<file path="src/hdl/assert_macros.svh">
// Assertion helpers shared by the RTL files.
`ifndef ASSERT_MACROS_SVH
`define ASSERT_MACROS_SVH

// Same-cycle implication, checked outside reset.
`define DLF_ASSERT_NOW(lbl, clk, rst, ante, cons) \
   lbl: assert property (@(posedge clk) disable iff (rst) (ante) |-> (cons)) \
      else $error("assertion failed");

// Next-cycle implication, checked outside reset.
`define DLF_ASSERT_NEXT(lbl, clk, rst, ante, cons) \
   lbl: assert property (@(posedge clk) disable iff (rst) (ante) |=> (cons)) \
      else $error("assertion failed");

`endif

</file>
<file path="src/hdl/dlf_pkg.sv">
`default_nettype none
package dlf_pkg;

   localparam int NUM_SLOTS    = 8;
   localparam int NUM_CHANNELS = 16;
   localparam int IDX_W        = (NUM_SLOTS > 1) ? $clog2(NUM_SLOTS) : 1;
   localparam int CNT_W        = $clog2(NUM_SLOTS + 1);
   localparam int NUM_W        = 40;
   localparam int DIV_STEPS    = 8;
   localparam int DCNT_W       = $clog2(DIV_STEPS);
   localparam logic [6:0] MS_PER_TENTH = 7'd100;

   typedef enum logic [1:0] {
      OP_LEVEL      = 2'd0,
      OP_TICK       = 2'd1,
      OP_CANCEL     = 2'd2,
      OP_CANCEL_ALL = 2'd3
   } op_type;

   typedef struct packed {
      op_type      opcode;
      logic [31:0] now_ms;
      logic [3:0]  channel;
      logic [7:0]  target_level;
      logic [15:0] fade_tenths;
      logic        use_cue_fade;
      logic [15:0] delay_tenths;
      logic [31:0] cue_fade_ms;
   } req_type;

   typedef struct packed {
      logic       update_valid;
      logic [3:0] out_channel;
      logic [7:0] level;
      logic       fading;
      logic       last;
   } rsp_type;

   typedef struct packed {
      logic load;
      logic act;
      logic check;
      logic capture;
      logic retire;
      logic mul;
      logic div_step;
      logic interp;
      logic idx_inc;
      logic out_upd;
      logic out_status;
   } cmd_type;

   typedef struct packed {
      op_type opcode;
      logic   hit;
      logic   started;
      logic   retire_now;
      logic   idx_last;
      logic   div_last;
      logic   buf_more;
      logic   out_free;
   } sts_type;

   function automatic logic chan_ok(input logic [3:0] ch);
      return int'(ch) < NUM_CHANNELS;
   endfunction

endpackage
`default_nettype wire

</file>
<file path="src/hdl/dlf_ctrl.sv">
`default_nettype none
module dlf_ctrl (
   input  wire logic             clock,
   input  wire logic             reset,
   input  wire logic             req_valid,
   output logic                  req_ready,
   input  wire dlf_pkg::sts_type sts,
   output dlf_pkg::cmd_type      cmd
);
   import dlf_pkg::*;

   typedef enum logic [2:0] {
      S_IDLE, S_ACT, S_CHECK, S_EVAL, S_DIV, S_INTERP, S_EMIT
   } state_type;

   state_type state_ff, state_in;

   always_comb begin
      cmd       = '0;
      state_in  = state_ff;
      req_ready = 1'b0;
      unique case (state_ff)
         S_IDLE: begin
            req_ready = 1'b1;
            if (req_valid) begin
               cmd.load = 1'b1;
               state_in = S_ACT;
            end
         end
         S_ACT: begin
            if (sts.opcode == OP_TICK) begin
               state_in = S_CHECK;
            end else begin
               cmd.act  = 1'b1;
               state_in = S_EMIT;
            end
         end
         S_CHECK: begin
            cmd.check = 1'b1;
            if (sts.hit) begin
               cmd.capture = !sts.started;
               state_in    = S_EVAL;
            end else if (sts.idx_last) begin
               state_in = S_EMIT;
            end else begin
               cmd.idx_inc = 1'b1;
            end
         end
         S_EVAL: begin
            if (sts.retire_now) begin
               cmd.retire = 1'b1;
               if (sts.idx_last) begin
                  state_in = S_EMIT;
               end else begin
                  cmd.idx_inc = 1'b1;
                  state_in    = S_CHECK;
               end
            end else begin
               cmd.mul  = 1'b1;
               state_in = S_DIV;
            end
         end
         S_DIV: begin
            cmd.div_step = 1'b1;
            if (sts.div_last) state_in = S_INTERP;
         end
         S_INTERP: begin
            cmd.interp = 1'b1;
            if (sts.idx_last) begin
               state_in = S_EMIT;
            end else begin
               cmd.idx_inc = 1'b1;
               state_in    = S_CHECK;
            end
         end
         S_EMIT: begin
            if (sts.out_free) begin
               if (sts.buf_more) begin
                  cmd.out_upd = 1'b1;
               end else begin
                  cmd.out_status = 1'b1;
                  state_in       = S_IDLE;
               end
            end
         end
         default: state_in = S_IDLE;
      endcase
   end

   always_ff @(posedge clock) begin
      if (reset) begin
         state_ff <= S_IDLE;
      end else begin
         state_ff <= state_in;
      end
   end

`include "assert_macros.svh"
   `DLF_ASSERT_NEXT(a_load_acts, clock, reset, cmd.load, state_ff == S_ACT)
   `DLF_ASSERT_NOW(a_out_free, clock, reset, cmd.out_upd || cmd.out_status, sts.out_free)
   `DLF_ASSERT_NEXT(a_status_idle, clock, reset, cmd.out_status, req_ready)

endmodule
`default_nettype wire

</file>
<file path="src/hdl/dlf_dp.sv">
`default_nettype none
module dlf_dp (
   input  wire logic             clock,
   input  wire logic             reset,
   input  wire dlf_pkg::req_type req_payload,
   input  wire dlf_pkg::cmd_type cmd,
   output dlf_pkg::sts_type      sts,
   output logic                  rsp_valid,
   input  wire logic             rsp_ready,
   output dlf_pkg::rsp_type      rsp_payload
);
   import dlf_pkg::*;

   req_type           req_ff, req_in;
   logic              active_ff   [NUM_SLOTS], active_in   [NUM_SLOTS];
   logic              started_ff  [NUM_SLOTS], started_in  [NUM_SLOTS];
   logic [3:0]        sch_ff      [NUM_SLOTS], sch_in      [NUM_SLOTS];
   logic [7:0]        stgt_ff     [NUM_SLOTS], stgt_in     [NUM_SLOTS];
   logic [7:0]        sfrom_ff    [NUM_SLOTS], sfrom_in    [NUM_SLOTS];
   logic [31:0]       sstart_ff   [NUM_SLOTS], sstart_in   [NUM_SLOTS];
   logic [31:0]       sdur_ff     [NUM_SLOTS], sdur_in     [NUM_SLOTS];
   logic [7:0]        level_ff    [NUM_CHANNELS], level_in [NUM_CHANNELS];
   logic [3:0]        buf_ch_ff   [NUM_SLOTS], buf_ch_in   [NUM_SLOTS];
   logic [7:0]        buf_lvl_ff  [NUM_SLOTS], buf_lvl_in  [NUM_SLOTS];
   logic [CNT_W-1:0]  n_ff, n_in, rd_ff, rd_in;
   logic [IDX_W-1:0]  idx_ff, idx_in;
   logic [31:0]       elapsed_ff, elapsed_in;
   logic [NUM_W-1:0]  num_ff, num_in;
   logic [NUM_W-2:0]  dsr_ff, dsr_in;
   logic [7:0]        q_ff, q_in;
   logic [DCNT_W-1:0] dcnt_ff, dcnt_in;
   logic              rsp_valid_ff, rsp_valid_in;
   rsp_type           rsp_ff, rsp_in;

   logic [31:0] elapsed_c, fade_ms, delay_ms;
   logic [7:0]  mag, from_v, to_v, lvl_c;
   logic        push_en, any, found;
   logic [3:0]  push_ch;
   logic [7:0]  push_lvl;

   always_comb begin
      any = 1'b0;
      for (int i = 0; i < NUM_SLOTS; i++) any = any | active_ff[i];
   end

   assign elapsed_c = req_ff.now_ms - sstart_ff[idx_ff];
   assign fade_ms   = req_ff.use_cue_fade ? req_ff.cue_fade_ms
                                          : 32'(req_ff.fade_tenths) * 32'(MS_PER_TENTH);
   assign delay_ms  = 32'(req_ff.delay_tenths) * 32'(MS_PER_TENTH);
   assign from_v    = sfrom_ff[idx_ff];
   assign to_v      = stgt_ff[idx_ff];
   assign mag       = (to_v >= from_v) ? (to_v - from_v) : (from_v - to_v);
   assign lvl_c     = (to_v >= from_v) ? (from_v + q_ff) : (from_v - q_ff);

   always_comb begin
      req_in       = req_ff;
      active_in    = active_ff;
      started_in   = started_ff;
      sch_in       = sch_ff;
      stgt_in      = stgt_ff;
      sfrom_in     = sfrom_ff;
      sstart_in    = sstart_ff;
      sdur_in      = sdur_ff;
      level_in     = level_ff;
      buf_ch_in    = buf_ch_ff;
      buf_lvl_in   = buf_lvl_ff;
      n_in         = n_ff;
      rd_in        = rd_ff;
      idx_in       = idx_ff;
      elapsed_in   = elapsed_ff;
      num_in       = num_ff;
      dsr_in       = dsr_ff;
      q_in         = q_ff;
      dcnt_in      = dcnt_ff;
      rsp_valid_in = rsp_valid_ff;
      rsp_in       = rsp_ff;
      push_en      = 1'b0;
      push_ch      = req_ff.channel;
      push_lvl     = req_ff.target_level;
      found        = 1'b0;

      if (cmd.load) begin
         req_in = req_payload;
         n_in   = '0;
         rd_in  = '0;
         idx_in = '0;
      end

      if (cmd.act) begin
         case (req_ff.opcode)
            OP_LEVEL, OP_CANCEL: begin
               if (chan_ok(req_ff.channel)) begin
                  for (int i = 0; i < NUM_SLOTS; i++)
                     if (active_ff[i] && sch_ff[i] == req_ff.channel) active_in[i] = 1'b0;
                  if (req_ff.opcode == OP_LEVEL) begin
                     if (delay_ms == 32'd0 && fade_ms == 32'd0) begin
                        push_en = 1'b1;
                     end else begin
                        for (int i = 0; i < NUM_SLOTS; i++) begin
                           if (!found && !active_in[i]) begin
                              found         = 1'b1;
                              active_in[i]  = 1'b1;
                              started_in[i] = 1'b0;
                              sch_in[i]     = req_ff.channel;
                              stgt_in[i]    = req_ff.target_level;
                              sfrom_in[i]   = 8'd0;
                              sstart_in[i]  = req_ff.now_ms + delay_ms;
                              sdur_in[i]    = fade_ms;
                           end
                        end
                     end
                  end
               end
            end
            OP_CANCEL_ALL: begin
               for (int i = 0; i < NUM_SLOTS; i++) active_in[i] = 1'b0;
            end
            default: ;
         endcase
      end

      if (cmd.check) elapsed_in = elapsed_c;

      if (cmd.capture) begin
         started_in[idx_ff] = 1'b1;
         sfrom_in[idx_ff]   = chan_ok(sch_ff[idx_ff]) ? level_ff[sch_ff[idx_ff]] : 8'd0;
      end

      if (cmd.retire) begin
         active_in[idx_ff] = 1'b0;
         push_en           = 1'b1;
         push_ch           = sch_ff[idx_ff];
         push_lvl          = to_v;
      end

      if (cmd.mul) begin
         num_in  = NUM_W'(mag) * NUM_W'(elapsed_ff);
         dsr_in  = {sdur_ff[idx_ff], 7'd0};
         q_in    = '0;
         dcnt_in = '0;
      end

      if (cmd.div_step) begin
         if (num_ff >= {1'b0, dsr_ff}) begin
            num_in = num_ff - {1'b0, dsr_ff};
            q_in   = {q_ff[6:0], 1'b1};
         end else begin
            q_in = {q_ff[6:0], 1'b0};
         end
         dsr_in  = dsr_ff >> 1;
         dcnt_in = dcnt_ff + 1'b1;
      end

      if (cmd.interp) begin
         push_en  = 1'b1;
         push_ch  = sch_ff[idx_ff];
         push_lvl = lvl_c;
      end

      if (push_en) begin
         buf_ch_in[n_ff[IDX_W-1:0]]  = push_ch;
         buf_lvl_in[n_ff[IDX_W-1:0]] = push_lvl;
         n_in                        = n_ff + 1'b1;
         if (chan_ok(push_ch)) level_in[push_ch] = push_lvl;
      end

      if (cmd.idx_inc) idx_in = idx_ff + 1'b1;

      if (rsp_ready) rsp_valid_in = 1'b0;
      if (cmd.out_upd) begin
         rsp_valid_in        = 1'b1;
         rsp_in.update_valid = 1'b1;
         rsp_in.out_channel  = buf_ch_ff[rd_ff[IDX_W-1:0]];
         rsp_in.level        = buf_lvl_ff[rd_ff[IDX_W-1:0]];
         rsp_in.fading       = any;
         rsp_in.last         = 1'b0;
         rd_in               = rd_ff + 1'b1;
      end else if (cmd.out_status) begin
         rsp_valid_in        = 1'b1;
         rsp_in.update_valid = 1'b0;
         rsp_in.out_channel  = 4'd0;
         rsp_in.level        = 8'd0;
         rsp_in.fading       = any;
         rsp_in.last         = 1'b1;
      end
   end

   always_ff @(posedge clock) begin
      if (reset) begin
         active_ff    <= '{default: 1'b0};
         started_ff   <= '{default: 1'b0};
         level_ff     <= '{default: 8'd0};
         n_ff         <= '0;
         rd_ff        <= '0;
         idx_ff       <= '0;
         dcnt_ff      <= '0;
         rsp_valid_ff <= 1'b0;
      end else begin
         active_ff    <= active_in;
         started_ff   <= started_in;
         level_ff     <= level_in;
         n_ff         <= n_in;
         rd_ff        <= rd_in;
         idx_ff       <= idx_in;
         dcnt_ff      <= dcnt_in;
         rsp_valid_ff <= rsp_valid_in;
      end
      req_ff     <= req_in;
      sch_ff     <= sch_in;
      stgt_ff    <= stgt_in;
      sfrom_ff   <= sfrom_in;
      sstart_ff  <= sstart_in;
      sdur_ff    <= sdur_in;
      buf_ch_ff  <= buf_ch_in;
      buf_lvl_ff <= buf_lvl_in;
      elapsed_ff <= elapsed_in;
      num_ff     <= num_in;
      dsr_ff     <= dsr_in;
      q_ff       <= q_in;
      rsp_ff     <= rsp_in;
   end

   always_comb begin
      sts            = '0;
      sts.opcode     = req_ff.opcode;
      sts.hit        = active_ff[idx_ff] && !elapsed_c[31];
      sts.started    = started_ff[idx_ff];
      sts.retire_now = (sdur_ff[idx_ff] == 32'd0) || (elapsed_ff >= sdur_ff[idx_ff]);
      sts.idx_last   = int'(idx_ff) == NUM_SLOTS - 1;
      sts.div_last   = int'(dcnt_ff) == DIV_STEPS - 1;
      sts.buf_more   = rd_ff < n_ff;
      sts.out_free   = !rsp_valid_ff || rsp_ready;
   end

   assign rsp_valid   = rsp_valid_ff;
   assign rsp_payload = rsp_ff;

`include "assert_macros.svh"
   `DLF_ASSERT_NOW(a_fill_bound, clock, reset, 1'b1, int'(n_ff) <= NUM_SLOTS)
   `DLF_ASSERT_NOW(a_read_bound, clock, reset, cmd.out_upd, rd_ff < n_ff)
   `DLF_ASSERT_NOW(a_push_room, clock, reset, cmd.retire || cmd.interp, int'(n_ff) < NUM_SLOTS)

endmodule
`default_nettype wire

</file>
<file path="src/hdl/delayed_linear_fade_engine.sv">
`default_nettype none
// Fade engine with eight ramp slots and sixteen channel levels, one transaction at a time.
// A level or cancel transaction is acted on and then emits its results; a tick walks
// every slot, only checking an idle or waiting slot, retiring a slot that finishes
// and passing one that interpolates through evaluation, the bit-per-cycle divider and
// interpolation; the results then drain from the output register.
// Results of a tick are buffered and sent after the walk, each carrying the final fading flag,
// then a status result with last set closes every transaction.
module delayed_linear_fade_engine (
   input  wire logic             clock,
   input  wire logic             reset,
   input  wire logic             req_valid,
   output logic                  req_ready,
   input  wire dlf_pkg::req_type req_payload,
   output logic                  rsp_valid,
   input  wire logic             rsp_ready,
   output dlf_pkg::rsp_type      rsp_payload
);
   import dlf_pkg::*;

   cmd_type cmd;
   sts_type sts;

   dlf_ctrl u_ctrl (
      .clock     (clock),
      .reset     (reset),
      .req_valid (req_valid),
      .req_ready (req_ready),
      .sts       (sts),
      .cmd       (cmd)
   );

   dlf_dp u_dp (
      .clock       (clock),
      .reset       (reset),
      .req_payload (req_payload),
      .cmd         (cmd),
      .sts         (sts),
      .rsp_valid   (rsp_valid),
      .rsp_ready   (rsp_ready),
      .rsp_payload (rsp_payload)
   );

endmodule
`default_nettype wire
</file>
<file path="config.mk">
export PLATFORM = sky130hd
export DESIGN_NAME = delayed_linear_fade_engine
export DESIGN_NICKNAME = d
export VERILOG_FILES = /design/src/hdl/dlf_pkg.sv /design/src/hdl/dlf_ctrl.sv /design/src/hdl/dlf_dp.sv /design/src/hdl/delayed_linear_fade_engine.sv
export VERILOG_INCLUDE_DIRS = /design/src /design/src/hdl
export SDC_FILE = /design/constraint.sdc
export NUM_CORES = 2
export LEC_CHECK = 0
export BUFFER_PORTS_ARGS = -buffer_cell sky130_fd_sc_hd__clkbuf_2
export CORE_UTILIZATION = 28
export DETAILED_ROUTE_END_ITERATION = 8
export PLACE_DENSITY_LB_ADDON = 0.12
export SLEW_MARGIN = 20
export SYNTH_ARGS = -nofsm -noshare
export SYNTH_HDL_FRONTEND = slang
export SYNTH_SLANG_ARGS = --single-unit
</file>
<file path="constraint.sdc">
create_clock -name clock -period 10.1 [get_ports clock]
set_input_delay 0 -clock clock [delete_from_list [all_inputs] [get_ports clock]]
set_output_delay 0 -clock clock [all_outputs]
set_load 0.05 [all_outputs]
</file>
==> flow_summary.json <==
{
  "numPortBuffers": 131,
  "crit_arrival_ns": 10.28,
  "die_area_um2": 229000,
  "post_synth.cell_area_avg_um2": 11.9,
  "path_common_cell": "fa_1",
  "rsz0062_at_grt": "true",
  "h-tree-depth": 4,
  "place.gp.congestion": 0.818,
  "fill_cells": 22500,
  "endpoint_kind": "register",
  "violations": "DRC",
  "synth_top_area_share_pct": 42.8,
  "grt_pass1_wl_um": 298000,
  "placed_cell_area_um2": 68300,
  "regArea_um2": 32600,
  "clock_sinks": 1175,
  "synth_edf_count": 906,
  "area_delta_synth_final_pct": 18.7,
  "tritoncts": "built",
  "via_count": 43400,
  "max_slew_margin_pct": 16.3,
  "synthCells": 5351,
  "r2r_start": "u_dp.idx_ff[1]",
  "r2r_cells": 38,
  "drc": 4,
  "grt_util_all_layers_pct": 17.5,
  "hold_violations": 0,
  "crit_path_max_incr_delay_ns": 0.49,
  "final_area_um2": 75500,
  "max_freq_mhz": 105,
  "drive_above_1_share_pct": 11.4,
  "antenna_found_initial": 17,
  "core_um2": 225000,
  "vias_per_cell": 4.90,
  "row_count": 174,
  "finalCritPeriodShare_pct": 94.4,
  "synthFlopType": "edfxtp_1",
  "r2r_end": "u_dp.num_ff[31]",
  "final_common_cell": "edfxtp_1",
  "yosysWarnings": 0,
  "wl_um": 202000,
  "rrSetupSlack_ns": 0.56,
  "cp_max_fo": 19,
  "setup_viol": 0,
  "cts_max_path_buffers": 3,
  "mostFrequentLayoutCells": "edfxtp_1, nand2_1, inv_1",
  "multi_input_area_um2": 28900,
  "hold_path.class": "in2reg",
  "synth_seq_cells": 1175,
  "crit_required_ns": 10.84,
  "ioPinCount": 132,
  "drt_pass1_iterations": 9,
  "min_from": "reset",
  "synth_top_cell_by_area": "edfxtp_1",
  "chipHeight_um": 478,
  "initial_core_util_pct": 28.2,
  "grt_overflow": 0,
  "worstSetupPathType": "reg2reg",
  "cts_buffers": 143,
  "fin_cells": 8853,
  "wl_per_cell_um": 22.9,
  "clk_latency_ns": 0.83,
  "grt_pass1_vias": 44500,
  "drv_slew": 0,
  "path_clk_slew_ns": 0.07,
  "grt_max_degree": 138,
  "ys_async_sr_fraction_pct": 0,
  "finalNetCount": 6386,
  "synth_area_leaders": "edfxtp_1, dfxtp_1, fa_1",
  "fin_hold_ws_ns": 0.355,
  "dpl.hpwl_um": 136000,
  "maxCapViolCount": 0,
  "first_iter_violations": 2949,
  "hold_end": "u_dp.idx_ff[2]",
  "slowest_stage": "fa_1",
  "critPathLaunchType": "register",
  "die_w_um": 478,
  "synth_nets": 5995,
  "min_period_ns": 9.54,
  "fin_worst_skew_ns": 0.0724,
  "hold_depth": 4,
  "ant_nets": 0,
  "status": "finished with violations",
  "synth_sequential_area_ratio_pct": 51.3,
  "synth_area_um2": 63600,
  "dp.cells": 8361,
  "synth_cell_types": 94,
  "cts-root-buf": "clkbuf_16",
  "worst-slew-pin-transition_ns": 1.25
}
==> worst max-delay path, delay by kind of cell (launching register included) <==
kind / cells / cell delay (ns)
AOI/OAI and AO/OA: 18 / 4.10
adders and majority gates: 7 / 2.85
buffers and inverters: 6 / 0.60
and+or+nand+nor: 3 / 0.53
xor gates and xnor gates: 2 / 0.47
DFF: 1 / 0.46
muxes: 2 / 0.43
==> per-layer routing <==
metal	vias to the layer above	wire, µm	global-route usage (%)
li1	20400	-	-
met1	21800	94900	23.9
met2	918	92500	28.1
met3	255	9560	3.19
met4	10	5400	5.20
met5	-	55	0
==> repair_timing <==
item                                    in CTS  in global routing
hold endpoints to repair                   144                  0
endpoints found under the setup margin       0                 15
setup buffers                                0                  1
hold buffers                               226                  0
resized for setup                            0                 11
==> cell usage after synthesis (40+ instances only) <==
cell type / number
edfxtp_1: 906
nand2_1: 388
inv_1: 383
ha_1: 321
nor2_1: 290
a21oi_1: 277
dfxtp_1: 269
mux2i_1: 260
and2_1: 210
fa_1: 208
clkbuf_1: 191
a22oi_1: 184
o21ai_0: 135
xnor2_1: 111
nor2b_1: 80
xor2_1: 74
a211oi_1: 68
nand2b_1: 65
nor3_1: 64
a21o_1: 59
nand3_1: 59
mux4_2: 49
a22o_1: 47
o21a_1: 43
a221oi_1: 42
and3_1: 42
nand4_1: 40
==> metrics by stage <==
| step | setup slack (ns) | setup TNS [ns] | util, % |
|---|---|---|---|
| 6_report | 0.562 | 0 | 33.5 |
| 5_1_grt | -0.0759 | -0.151 | 33.5 |
| 4_1_cts | 0.243 | 0 | 33.4 |
| 3_5_place_dp | 0.324 | 0 | 30.3 |
| 3_3_place_gp | 0.423 | 0 | 30.3 |
| 2_1_floorplan | 0.677 | 0 | - |
==> state kept, by name, indices dropped and copies added, names as in the netlist, 15 cells and up <==
| signal | flops |
|---|---|
| u_dp.sdur_ff | 256 |
| u_dp.sstart_ff | 256 |
| u_dp.level_ff | 128 |
| u_dp.req_ff | 109 |
| u_dp.buf_lvl_ff | 64 |
| u_dp.sfrom_ff | 64 |
| u_dp.stgt_ff | 64 |
| u_dp.num_ff | 40 |
| u_dp.dsr_ff | 39 |
| u_dp.buf_ch_ff | 32 |
| u_dp.elapsed_ff | 32 |
| u_dp.sch_ff | 32 |
| u_dp.rsp_payload | 15 |
==> cell type report <==
type,count,area share (%)
Clock inverter,81,1.28
Timing Repair Buffer,493,5.27
Antenna cell,4,0.0133
Sequential cell,1175,43.2
Inverter,385,1.93
Tap cell,2992,4.96
Multi-Input combinational cell,3544,38.3
Clock buffer,179,5.03
==> logic make-up after synthesis <==
group / Yosys count / synth area share (%)
fa+ha+maj: 529 / 12.9
mux: 337 / 6.33
buf+inv: 633 / 3.84
compound gates: 1093 / 11.9
flops: 1175 / 51.3
xor+xnor: 185 / 2.55
simple gates: 1399 / 11.3
==> how the worst max path moves through the flow <==
| stage | end | from |
|---|---|---|
| after floorplan | u_dp.num_ff[38] | u_dp.idx_ff[1] |
| after global placement | u_dp.num_ff[38] | u_dp.idx_ff[1] |
| after detailed placement | u_dp.num_ff[38] | u_dp.idx_ff[1] |
| after CTS | u_dp.num_ff[38] | u_dp.idx_ff[1] |
| after global routing | u_dp.num_ff[31] | u_dp.idx_ff[1] |
| final | u_dp.num_ff[31] | u_dp.idx_ff[1] |
Power is left out: the tool's default activity adds up to more than one toggle a clock period on the data nets, which glitch-free logic cannot reach.
